### config.mk
export PLATFORM = sky130hd
export DESIGN_NAME = kth_permutation_unrank_flat
export DESIGN_NICKNAME = d
export VERILOG_FILES = /design/src/sv/kpu_pkg.sv /design/src/sv/kpu_if.sv /design/src/sv/kth_permutation_unrank.sv /design/src/flat_wrapper.sv
export SDC_FILE = /design/constraint.sdc
export NUM_CORES = 1
export LEC_CHECK = 0
export BUFFER_PORTS_ARGS = -buffer_cell sky130_fd_sc_hd__buf_2
export CELL_PAD_IN_SITES_DETAIL_PLACEMENT = 0
export CELL_PAD_IN_SITES_GLOBAL_PLACEMENT = 1
export CORE_ASPECT_RATIO = 0.7
export CORE_UTILIZATION = 45
export DETAILED_ROUTE_END_ITERATION = 10
export PLACE_DENSITY_LB_ADDON = 0.1
export SYNTH_ARGS = -nofsm -noshare
export SYNTH_HDL_FRONTEND = slang
export SYNTH_SLANG_ARGS = --single-unit
### constraint.sdc
create_clock -name i_clk -period 24.8 [get_ports i_clk]
set_clock_uncertainty 0.15 [all_clocks]
set_input_delay 4.96 -clock i_clk [delete_from_list [all_inputs] [get_ports i_clk]]
set_output_delay 4.96 -clock i_clk [all_outputs]
set_load 0.005 [all_outputs]
### src/sv/kpu_pkg.sv
`default_nettype none

package kpu_pkg;

    localparam int unsigned LenW  = 5;
    localparam int unsigned RankW = 62;

    typedef enum logic [2:0] {
        ST_IDLE,
        ST_CHECK,
        ST_LOAD,
        ST_DIV,
        ST_EMIT
    } t_state;

    // m! for m = 0..20; zero for codes that have no entry
    function automatic logic [RankW-1:0] fact(input logic [LenW-1:0] m);
        logic [RankW-1:0] f;
        case (m)
            5'd0:    f = 62'd1;
            5'd1:    f = 62'd1;
            5'd2:    f = 62'd2;
            5'd3:    f = 62'd6;
            5'd4:    f = 62'd24;
            5'd5:    f = 62'd120;
            5'd6:    f = 62'd720;
            5'd7:    f = 62'd5040;
            5'd8:    f = 62'd40320;
            5'd9:    f = 62'd362880;
            5'd10:   f = 62'd3628800;
            5'd11:   f = 62'd39916800;
            5'd12:   f = 62'd479001600;
            5'd13:   f = 62'd6227020800;
            5'd14:   f = 62'd87178291200;
            5'd15:   f = 62'd1307674368000;
            5'd16:   f = 62'd20922789888000;
            5'd17:   f = 62'd355687428096000;
            5'd18:   f = 62'd6402373705728000;
            5'd19:   f = 62'd121645100408832000;
            5'd20:   f = 62'd2432902008176640000;
            default: f = '0;
        endcase
        return f;
    endfunction

endpackage

`default_nettype wire

### src/sv/kpu_if.sv
`default_nettype none

interface kpu_in_if;
    logic        valid;
    logic        ready;
    logic [4:0]  length;
    logic [61:0] rank;

    modport source (output valid, output length, output rank, input ready);
    modport sink   (input valid, input length, input rank, output ready);
endinterface

interface kpu_out_if;
    logic       valid;
    logic       ready;
    logic [4:0] element;
    logic [4:0] position;
    logic       last;
    logic       error;

    modport source (output valid, output element, output position, output last,
                    output error, input ready);
    modport sink   (input valid, input element, input position, input last,
                    input error, output ready);
endinterface

`default_nettype wire

### src/sv/kth_permutation_unrank.sv
// Lexicographic permutation unranking.
// Input channel i_in carries a length n and a one-based rank k; output
// channel o_out returns the k-th permutation of 1..n, one transaction per
// position, with last set on the final one. A rank of zero or above n!, or a
// length of zero or above MAX_LEN, gives one transaction with element 0,
// position 0, last 1 and error 1.
// One item is worked on at a time; i_in.ready is high only while idle.
// For each position, with m numbers still unused, the sequencer loads (m-1)!,
// then runs compare-subtract steps on the remaining rank, each of which moves
// the pick to the next unused number, until the remainder falls below
// (m-1)!; it then picks that number and places it in the output register.
// A single 62-bit compare-subtract unit does this division by repeated
// subtraction. A stalled result holds in the output register and the
// sequencer waits.
// Reset (synchronous, active low) returns the block to idle with no result
// pending.
`default_nettype none

module kth_permutation_unrank
    import kpu_pkg::*;
#(
    parameter int unsigned MAX_LEN = 20
) (
    input  wire          i_clk,
    input  wire          i_rst_n,
    kpu_in_if.sink       i_in,
    kpu_out_if.source    o_out
);

    localparam int unsigned PtrW = $clog2(MAX_LEN);
    localparam logic [LenW-1:0] MaxLenL = LenW'(MAX_LEN);

    function automatic logic [PtrW-1:0] lowest_set(input logic [MAX_LEN-1:0] v);
        logic [PtrW-1:0] idx;
        idx = '0;
        for (int i = MAX_LEN - 1; i >= 0; i--) begin
            if (v[i]) begin
                idx = PtrW'(i);
            end
        end
        return idx;
    endfunction

    t_state               r_state, n_state;
    logic [LenW-1:0]      r_len, n_len;
    logic [RankW-1:0]     r_rank, n_rank;
    logic [RankW-1:0]     r_rem, n_rem;
    logic [RankW-1:0]     r_fact, n_fact;
    logic [MAX_LEN-1:0]   r_mask, n_mask;
    logic [PtrW-1:0]      r_ptr, n_ptr;
    logic [LenW-1:0]      r_pos, n_pos;
    logic [LenW-1:0]      r_element, n_element;
    logic [LenW-1:0]      r_position, n_position;
    logic                 r_last, n_last;
    logic                 r_error, n_error;

    logic                 bad_item;
    logic [MAX_LEN-1:0]   init_mask;
    logic [MAX_LEN-1:0]   above_ptr;
    logic [MAX_LEN-1:0]   ptr_bit;

    always_comb begin
        for (int i = 0; i < MAX_LEN; i++) begin
            init_mask[i] = (LenW'(i) < r_len);
            above_ptr[i] = (PtrW'(i) > r_ptr);
            ptr_bit[i]   = (PtrW'(i) == r_ptr);
        end
    end

    assign bad_item = (r_len == '0) || (r_len > MaxLenL) || (r_rank == '0) ||
                      (r_rank > fact(r_len));

    always_comb begin
        n_state    = r_state;
        n_len      = r_len;
        n_rank     = r_rank;
        n_rem      = r_rem;
        n_fact     = r_fact;
        n_mask     = r_mask;
        n_ptr      = r_ptr;
        n_pos      = r_pos;
        n_element  = r_element;
        n_position = r_position;
        n_last     = r_last;
        n_error    = r_error;

        case (r_state)
            ST_IDLE: begin
                if (i_in.valid) begin
                    n_len   = i_in.length;
                    n_rank  = i_in.rank;
                    n_state = ST_CHECK;
                end
            end
            ST_CHECK: begin
                if (bad_item) begin
                    n_element  = '0;
                    n_position = '0;
                    n_last     = 1'b1;
                    n_error    = 1'b1;
                    n_state    = ST_EMIT;
                end else begin
                    n_rem   = r_rank - RankW'(1);
                    n_mask  = init_mask;
                    n_pos   = '0;
                    n_error = 1'b0;
                    n_state = ST_LOAD;
                end
            end
            ST_LOAD: begin
                n_fact  = fact(r_len - r_pos - LenW'(1));
                n_ptr   = lowest_set(r_mask);
                n_state = ST_DIV;
            end
            ST_DIV: begin
                // each subtraction steps the pick to the next unused number
                if (r_rem >= r_fact) begin
                    n_rem = r_rem - r_fact;
                    n_ptr = lowest_set(r_mask & above_ptr);
                end else begin
                    n_mask     = r_mask & ~ptr_bit;
                    n_element  = LenW'(r_ptr) + LenW'(1);
                    n_position = r_pos;
                    n_last     = (r_pos == r_len - LenW'(1));
                    n_state    = ST_EMIT;
                end
            end
            ST_EMIT: begin
                if (o_out.ready) begin
                    if (r_last) begin
                        n_state = ST_IDLE;
                    end else begin
                        n_pos   = r_pos + LenW'(1);
                        n_state = ST_LOAD;
                    end
                end
            end
            default: begin
                n_state = ST_IDLE;
            end
        endcase
    end

    always_ff @(posedge i_clk) begin
        if (!i_rst_n) begin
            r_state <= ST_IDLE;
        end else begin
            r_state <= n_state;
        end
    end

    always_ff @(posedge i_clk) begin
        r_len      <= n_len;
        r_rank     <= n_rank;
        r_rem      <= n_rem;
        r_fact     <= n_fact;
        r_mask     <= n_mask;
        r_ptr      <= n_ptr;
        r_pos      <= n_pos;
        r_element  <= n_element;
        r_position <= n_position;
        r_last     <= n_last;
        r_error    <= n_error;
    end

    assign i_in.ready     = (r_state == ST_IDLE);
    assign o_out.valid    = (r_state == ST_EMIT);
    assign o_out.element  = r_element;
    assign o_out.position = r_position;
    assign o_out.last     = r_last;
    assign o_out.error    = r_error;

endmodule

`default_nettype wire
### src/flat_wrapper.sv
// flat-port wrapper written by rule: the top's interface ports become plain ports
module kth_permutation_unrank_flat import kpu_pkg::*;
#(
    parameter int unsigned MAX_LEN = 20
)
  (i_clk, i_rst_n, i_in_valid, i_in_length, i_in_rank, i_in_ready, o_out_valid, o_out_element, o_out_position, o_out_last, o_out_error, o_out_ready);
  kpu_in_if i_in_i ();
  kpu_out_if o_out_i ();
  input  wire i_clk;
  input  wire i_rst_n;
  input wire logic [$bits(i_in_i.valid)-1:0] i_in_valid;
  input wire logic [$bits(i_in_i.length)-1:0] i_in_length;
  input wire logic [$bits(i_in_i.rank)-1:0] i_in_rank;
  output wire logic [$bits(i_in_i.ready)-1:0] i_in_ready;
  output wire logic [$bits(o_out_i.valid)-1:0] o_out_valid;
  output wire logic [$bits(o_out_i.element)-1:0] o_out_element;
  output wire logic [$bits(o_out_i.position)-1:0] o_out_position;
  output wire logic [$bits(o_out_i.last)-1:0] o_out_last;
  output wire logic [$bits(o_out_i.error)-1:0] o_out_error;
  input wire logic [$bits(o_out_i.ready)-1:0] o_out_ready;
  assign i_in_i.valid = i_in_valid;
  assign i_in_i.length = i_in_length;
  assign i_in_i.rank = i_in_rank;
  assign i_in_ready = i_in_i.ready;
  assign o_out_valid = o_out_i.valid;
  assign o_out_element = o_out_i.element;
  assign o_out_position = o_out_i.position;
  assign o_out_last = o_out_i.last;
  assign o_out_error = o_out_i.error;
  assign o_out_i.ready = o_out_ready;
  kth_permutation_unrank #(.MAX_LEN(MAX_LEN)) u_core (.i_clk(i_clk), .i_rst_n(i_rst_n), .i_in(i_in_i), .o_out(o_out_i));
endmodule
==> impl_metrics.tcl, run 1 <==
set metrics [dict create \
    rows 60 \
    timing.hold.ws_ns 0.429 \
    slowest_delay_ns 0.61 \
    diodes 0 \
    overflow 0 \
    fp.dieH_um 168 \
    drc 0 \
    status "finished clean" \
    hold_start "u_core.o_out.last$_SDFFCE_PN1P_" \
    critPathKind "reg -> out" \
    die-area_um2 40200 \
    critPathLaunchType "register" \
    worstPathCellList "nor2_1, nand2_1, inv_1, buf_2" \
    end_kind "output pin" \
    synth_most_common_cell "edfxtp_1" \
    r2r_cells 13 \
    leakage_nw 7.87 \
    start_util_pct 45.9 \
    synth_common_cells "edfxtp_1 (219), nand2_1 (197), nor2_1 (151)" \
    synthDistinctLibCells 83 \
    io_buffers 84 \
    max_cap_viol_count 0 \
    r2r-start "u_core.r_fact[9]$_SDFFCE_PN0P_" \
    yosysTopAreaCellShare_pct 37.1 \
    worstHoldPathType "reg -> reg" \
    synth-seq-area-share_pct 42.9 \
    drt_iter0_drc 1391 \
    final_area_um2 19600 \
    cp_slowest_cell "dfxtp_1" \
    grt_pass1_wl_mm 80.9 \
    num_io_pins 85 \
    drive_gt1_share_pct 9.27 \
    worstHoldPathCells 2 \
    placed_cell_area_um2 18600 \
    area_delta_synth_final_pct 10.6 \
    post_cts_resized 0 \
    ys_ff_latch 270 \
    final_nets 2174 \
    drtAntennaViolNets 0 \
    setup_tns_ns 0 \
    ff2ff_setup_slack_ns 19.22 \
    hold_viol 0 \
    die_x_um 239 \
    finalCritPeriodShare_pct 27.7 \
    max_freq_mhz 146 \
    routedWlPerCell_um 21.2 \
    drtPass1Iterations 5 \
    dp.cells 2458 \
    layout_min_cycle_time_ns 6.87 \
    crit_arrival_ns 1.76 \
    cts_tree "done" \
    maxSlewViolCount 0 \
    synth-edff-count 219 \
    r2r_end "u_core.r_rem[3]$_DFFE_PP_" \
    first_global_vias 13500 \
    tightest_slew_ns 1.02 \
    cts_hold_buf 0 \
    crit_buf_inv 2 \
    vias 14500 \
    worst_path_dominant_cell_family "flip-flops" \
    htree_levels 1 \
    cts.sinks 270 \
    synth.area.top_cells "edfxtp_1 (37%), ha_1 (9.8%), dfxtp_1 (5.8%), nand2_1 (4.2%), o21ai_0 (4.1%)" \
    core-area_um2 38600 \
    path_clk_slew_ns 0.06 \
    clockBufferDepth 3 \
    min_to "u_core.r_state[1]$_SDFFE_PN0P_" \
    cts_setup_buffers 0 \
    synth_top_area_cell "edfxtp_1" \
    yosys_most_used_dff "edfxtp_1" \
    synth_fp_nets 2130 \
    grt_max_degree 70 \
    gp_congestion 0.901 \
    crit_cells 4 \
    drt-total-wl_mm 53.1 \
    critPathMaxFanout 11 \
    netlist_area_um2 17700 \
    place_hpwl_mm 40.5 \
    slew_headroom_pct 31.6 \
    finalPower_mw 1.19 \
    worst_ep_required_time_ns 19.69 \
    clockRootBuffer "clkbuf_16" \
    p_per_area_nw_per_um2 60.7 \
    synthCells 1918 \
    yosysWarnings 0 \
    avgSynthCellArea_um2 9.24 \
    finalSetupViolations 0 \
    clk_latency_ns 0.59 \
    rsz0062_at_grt "no" \
    async_flop_share_pct 0 \
    cts_buffers 29 \
    track_usage_pct 26.3 \
    finalNonFillerCells 2512 \
    viasPerCell 5.79 \
    peakVddDrop_v 0.0000541 \
    antenna_found_initial 1 \
]
==> per-layer routing <==
metal	part of all wire, %	track usage (%)	wire length (µm)
met4	1.4	4.32	763
met5	0	0	0
met2	40	36.6	21500
met3	6.1	4.10	3250
met1	52	42.5	27600
==> tightest hold or removal path, cell delays in order, from the launching register on <==
cell	delay [ns]
edfxtp_1	0.34
nand2b_1	0.12
a31oi_1	0.08
==> layout by cell type (no fill, tap or decap), drive strengths merged, types with 5 or more instances in the layout <==
master and count:
nand3 46, ha 139, a2111oi 6, nor3b 5, o21ai 148, nand4b 6, o31ai 13, xor2 66
a211o 5, o41ai 8, edfxtp 219, o22ai 15, nor2b 14, a21oi 128, nor4 28, or2 13
clkbuf 32, o21a 15, buf 97, and3 14, nor2 153, o211ai 14, o221ai 5, a21boi 5
a31oi 24, nand2b 19, a221oi 5, o21bai 17, a211oi 14, nor3 53, xnor2 57, inv 151
nand4 27, dfxtp 51, and2 15, nand2 199, or4 10, a21o 66, or3 13, clkinv 16
==> through the flow <==
| stage | setup WS [ns] | util, % |
|---|---|---|
| floorplan | 15.67 | - |
| global placement | 17.40 | 48.2 |
| detailed placement | 17.40 | 48.2 |
| CTS | 17.93 | 50.8 |
| global route | 17.76 | 50.8 |
| finish | 17.93 | 50.8 |
==> where the power goes <==
part	leakage [nW]	switching, mW	internal [mW]
clock network	0.485	0.201	0.258
registers	2.44	0.0262	0.521
logic	4.95	0.114	0.0682
total	7.87	0.341	0.847
==> how the worst max path moves through the flow <==
stage	from	to	slack, ns
after detailed placement	i_in_valid	register	17.40
after floorplan	i_in_valid	register	15.67
final	u_core.r_state[0]$_SDFFE_PN0P_	o_out_valid	17.93
after CTS	u_core.r_state[0]$_SDFFE_PN0P_	o_out_valid	17.93
after global routing	i_in_valid	register	17.76
after global placement	i_in_valid	register	17.40
==> cell families after synthesis <==
family | synth area share (%)
simple gates | 17.3
compound gates | 18.5
flops | 42.9
buf+inv | 5.04
fa+ha+maj | 10.0
xor+xnor | 6.08
mux | 0.169
==> layout make-up <==
class / count / area, µm²
Fill cell: 3702 / 19000
Multi-Input combinational cell: 1414 / 9260
Sequential cell: 270 / 7600
Clock buffer: 32 / 768
Tap cell: 527 / 659
Inverter: 150 / 563
Timing Repair Buffer: 97 / 518
Clock inverter: 22 / 228
Note: power is estimated with default switching activity, not from simulation.
==> inputs of run 2 (changes only) <==
Settings changed: CORE_UTILIZATION 45 to 44.
Clock period 24.8 ns to 5.8 ns, I/O delays scaled along.
==> run 2 against run 1 <==
First-iteration DRC count decreased by 9.0%. Clock power increased to 4.4 times the previous value. Wire length increased by 0.86%. Critical endpoint is now u_core.r_mask[18]$_DFFE_PP_. Largest cell class unchanged. Largest power group unchanged. Highest routed layer unchanged.
==> impl_metrics.tcl, run 2 (synthesis gave the netlist of run 1 again) <==
set metrics [dict create \
    drt_iter0_drc 1266 \
    diodes 0 \
    finalCritPeriodShare_pct 88.0 \
    finalNonFillerCells 2522 \
    drtPass1Iterations 7 \
    critPathMaxFanout 20 \
    critPathLaunchType "register" \
    slew_headroom_pct 30.0 \
    r2r-start "u_core.r_fact[0]$_SDFFCE_PP0P_" \
    finalSetupViolations 0 \
    area_delta_synth_final_pct 10.9 \
    hold_start "u_core.r_state[2]$_SDFFE_PN0P_" \
    status "finished clean" \
    overflow 0 \
    switching_share_pct 28.1 \
    vias 14600 \
    rows 61 \
    htree_levels 1 \
    worstPathCellList "ha_1, fa_1, nor2b_1, o211ai_1, and3b_1, o211a_1, a2111oi_2, o2111ai_1, a2111oi_1, o21a_1, or3_1, nand2_1" \
    peakVddDrop_v 0.000298 \
    place_ws_ns 0.746 \
    finalPower_mw 5.14 \
    p_seq_share_pct 45.2 \
    final_area_um2 19600 \
    cts_tree "done" \
    gp_congestion 0.967 \
    cts_setup_buffers 0 \
    p_sw_mw 1.45 \
    post_cts_resized 0 \
    cts_hold_buf 0 \
    hold_viol 0 \
    drt-total-wl_mm 53.6 \
    crit_arrival_ns 5.08 \
    layout_setup_ws_ns 0.694 \
    viasPerCell 5.80 \
    routedWlPerCell_um 21.3 \
    antenna_found_initial 0 \
    grt_pass1_wl_mm 81.9 \
    layout_commonest_cell "edfxtp_1" \
    critPathKind "reg -> reg" \
    grt_max_degree 65 \
    drtAntennaViolNets 0 \
    cp_slowest_cell "a2111oi_2" \
    worstHoldPathType "reg -> reg" \
    fp.dieH_um 170 \
    cts.sinks 270 \
    rsz0062_at_grt "no" \
    dp.cells 2466 \
    max_freq_mhz 196 \
    p_per_area_nw_per_um2 262 \
    core-area_um2 39700 \
    setup_tns_ns 0 \
    clockRootBuffer "clkbuf_16" \
    layout_min_cycle_time_ns 5.11 \
    placed_cell_area_um2 18600 \
    cts_buffers 30 \
    final_nets 2175 \
    ff2ff_setup_slack_ns 0.69 \
    end_kind "register" \
    tightest_slew_ns 1.04 \
    clockBufferDepth 3 \
    start_util_pct 44.6 \
    final_cell_mix "edfxtp_1 (219), nand2_1 (196), nor2_1 (150)" \
    io_buffers 84 \
    internal_power_mw 3.70 \
    power_frac_comb_pct 15.8 \
    drive_gt1_share_pct 9.36 \
    num_io_pins 85 \
    drc 0 \
    slowest_delay_ns 0.76 \
    first_global_vias 13700 \
    die_x_um 242 \
    max_cap_viol_count 0 \
    clockPowerShare_pct 39.0 \
    crit_path_start "u_core.r_fact[0]$_SDFFCE_PP0P_" \
    leakage_nw 7.90 \
    die-area_um2 41100 \
    maxSlewViolCount 0 \
    worst_ep_required_time_ns 5.78 \
    place_hpwl_mm 41.4 \
    track_usage_pct 25.7 \
    path_clk_slew_ns 0.06 \
    clk_latency_ns 0.59 \
]
[run 2: cell count changes in the layout (fill, tap and decap cells not counted), sizes merged]
cell,delta
clkbuf,+9
clkinv,-5
clkinvlp,-1
inv,-1
[run 2: critical path, delay by kind of cell, from the launching register on]
kind | cells | cell delay, ns
compound gates | 6 | 2.35
fa+ha+maj | 2 | 0.65
flops | 1 | 0.38
simple gates | 4 | 1.09
[run 2: path summary, 6_finish.rpt]
| check | endpoint | cells after the start |
|---|---|---|
| worst max-delay path | u_core.r_mask[18]$_DFFE_PP_ | 12 |
| worst min-delay path | u_core.r_state[0]$_SDFFE_PN0P_ | 1 |
| worst max register to register | u_core.r_mask[18]$_DFFE_PP_ | 12 |
| worst min register to register | u_core.r_state[0]$_SDFFE_PN0P_ | 1 |
[run 2: cell type report]
type | instances | area, µm²
multi-input combinational | 1414 | 9260
tap | 535 | 669
clock inverter | 15 | 169
inverter | 150 | 563
timing repair buffer | 97 | 531
sequential | 270 | 7600
clock buffer | 41 | 862
fill | 3813 | 20000
[run 2: per-layer routing]
layer	wire length (µm)	vias up	global-route usage (%)
met1	27600	7024	41.2
met5	0	-	0
met2	21700	504	36.6
met3	3550	48	3.61
met4	760	0	3.96
li1	-	7064	-
[run 2: metrics by stage]
stage / util, % / hold WS [ns]
3_5_place_dp: 46.9 / 0.437
5_1_grt: 49.5 / 0.490
3_3_place_gp: 46.9 / 0.435
4_1_cts: 49.5 / 0.445
2_1_floorplan: - / 0.353
6_report: 49.5 / 0.437
[run 2: power by group through the flow]
| stage | clock network (mW) | logic [mW] | registers [mW] |
|---|---|---|---|
| 2_1_floorplan | 0 | 0.549 | 2.32 |
| 3_3_place_gp | 0 | 0.791 | 2.36 |
| 3_5_place_dp | 0 | 0.798 | 2.37 |
| 4_1_cts | 2.05 | 0.805 | 2.32 |
| 5_1_grt | 2.12 | 0.906 | 2.34 |
| 6_report | 2.01 | 0.813 | 2.32 |
==> inputs of run 3 (changes only) <==
Settings changed: RECOVER_POWER set to 100.
==> run 3 against run 2 <==
The flow now finishes with violations (max-capacitance violations, max-slew violations). First-iteration DRC count rose by 2.8%. Non-clock buffer count did not move. Utilization fell by 0.24 points. Register-to-register slack got worse by 0.18 ns. Global-route usage did not move. Clock-buffer cell count did not move. Highest routed layer unchanged.
==> impl_metrics.tcl, run 3 (synthesis gave the netlist of run 1 again) <==
set metrics [dict create \
    overflow 0 \
    antenna_found_initial 0 \
    core-area_um2 39700 \
    worstHoldPathCells 1 \
    max_cap_viol_count 5 \
    cts_buffers 30 \
    cts_tree "done" \
    status "finished with violations" \
    finalPower_mw 5.14 \
    start_util_pct 44.6 \
    fp.dieH_um 170 \
    setup_tns_ns 0 \
    layout_commonest_cell "edfxtp_1" \
    track_usage_pct 25.7 \
    drtPass1Iterations 5 \
    slew_headroom_pct -117 \
    drt_iter0_drc 1301 \
    ff2ff_setup_slack_ns 0.51 \
    critPathLaunchType "register" \
    worst_ep_required_time_ns 5.77 \
    finalCritPeriodShare_pct 91.1 \
    place_hpwl_mm 41.4 \
    post_cts_resized 0 \
    layout_min_cycle_time_ns 5.29 \
    leakage_nw 7.79 \
    worstHoldPathType "reg -> reg" \
    cts_hold_buf 0 \
    clockBufferDepth 3 \
    finalSetupViolations 0 \
    rows 61 \
    die-area_um2 41100 \
    final_nets 2175 \
    place_ws_ns 0.746 \
    drtAntennaViolNets 0 \
    viasPerCell 5.79 \
    end_kind "register" \
    io_buffers 84 \
    drt-total-wl_mm 53.8 \
    hold_viol 0 \
    cts.sinks 270 \
    drc 0 \
    layout_setup_ws_ns 0.514 \
    routedWlPerCell_um 21.3 \
    maxSlewViolCount 213 \
    peakVddDrop_v 0.000299 \
    critPathMaxFanout 20 \
    max_freq_mhz 189 \
    die_x_um 242 \
    first_global_vias 13700 \
    critPathKind "reg -> reg" \
    gp_congestion 0.967 \
    grt_pass1_wl_mm 81.9 \
    rsz0062_at_grt "no" \
    clk_latency_ns 0.59 \
    grt_max_degree 65 \
    num_io_pins 85 \
    htree_levels 1 \
    cts_setup_buffers 0 \
    crit_arrival_ns 5.26 \
    p_per_area_nw_per_um2 263 \
    final_cell_mix "edfxtp_1 (219), nand2_1 (196), nor2_1 (151)" \
    area_delta_synth_final_pct 10.4 \
    path_clk_slew_ns 0.06 \
    clockRootBuffer "clkbuf_16" \
    tightest_slew_ns 3.26 \
    r2r_cells 10 \
    drive_gt1_share_pct 7.60 \
    violations "max-capacitance violations, max-slew violations" \
    vias 14600 \
]
## run 3: path summary, 6_finish.rpt
path / endpoint / startpoint
worst min register to register: u_core.r_state[0]$_SDFFE_PN0P_ / u_core.r_state[2]$_SDFFE_PN0P_
worst max-delay path: u_core.r_mask[18]$_DFFE_PP_ / u_core.r_rank[18]$_DFFE_PP_
worst min-delay path: u_core.r_state[0]$_SDFFE_PN0P_ / u_core.r_state[2]$_SDFFE_PN0P_
worst max register to register: u_core.r_mask[18]$_DFFE_PP_ / u_core.r_rank[18]$_DFFE_PP_
## run 3: critical path, stage by stage (launching register included)
cell and delay, ns:
edfxtp_1 0.49, nor4_1 1.03, nand4_1 0.37, or3_1 0.49, or4_1 0.67, nor2_1 0.33
nand4b_1 0.21, nand3_1 0.16, a21o_1 0.13, nand2b_1 0.22, nand2_1 0.57
## run 3: layer usage
layer  share of wire (%)  wire length, µm  vias to the layer above  GRT usage [%]
li1                    -                -                     7077              -
met1                  51            27300                     6998           41.2
met2                  41            21900                      487           36.6
met3                 7.0             3790                       47           3.61
met4                 1.6              844                        0           3.96
met5                   0                0                        -              0
## run 3: final cells by class
type                       instances  area (µm²)
fill                            3848       20100
multi-input combinational       1414        9220
sequential                       270        7600
clock buffer                      41         862
tap                              535         669
inverter                         150         563
timing repair buffer              97         470
clock inverter                    15         169
antenna                            1        2.50
## run 3: per-stage QoR
step	utilization, %	hold slack, ns	cell area (µm²)	cells
floorplan	-	0.353	17700	1918
global placement	46.9	0.435	18600	2466
detailed placement	46.9	0.437	18600	2466
CTS	49.5	0.445	19600	2522
global route	49.3	0.490	19600	2522
finish	49.3	0.438	19600	2523
## run 3: power by group
group          internal, mW  switching, mW  total [mW]
sequential             2.23         0.0962        2.33
clock                  1.18          0.833        2.01
combinational         0.288          0.519       0.807
total                  3.70           1.45        5.14
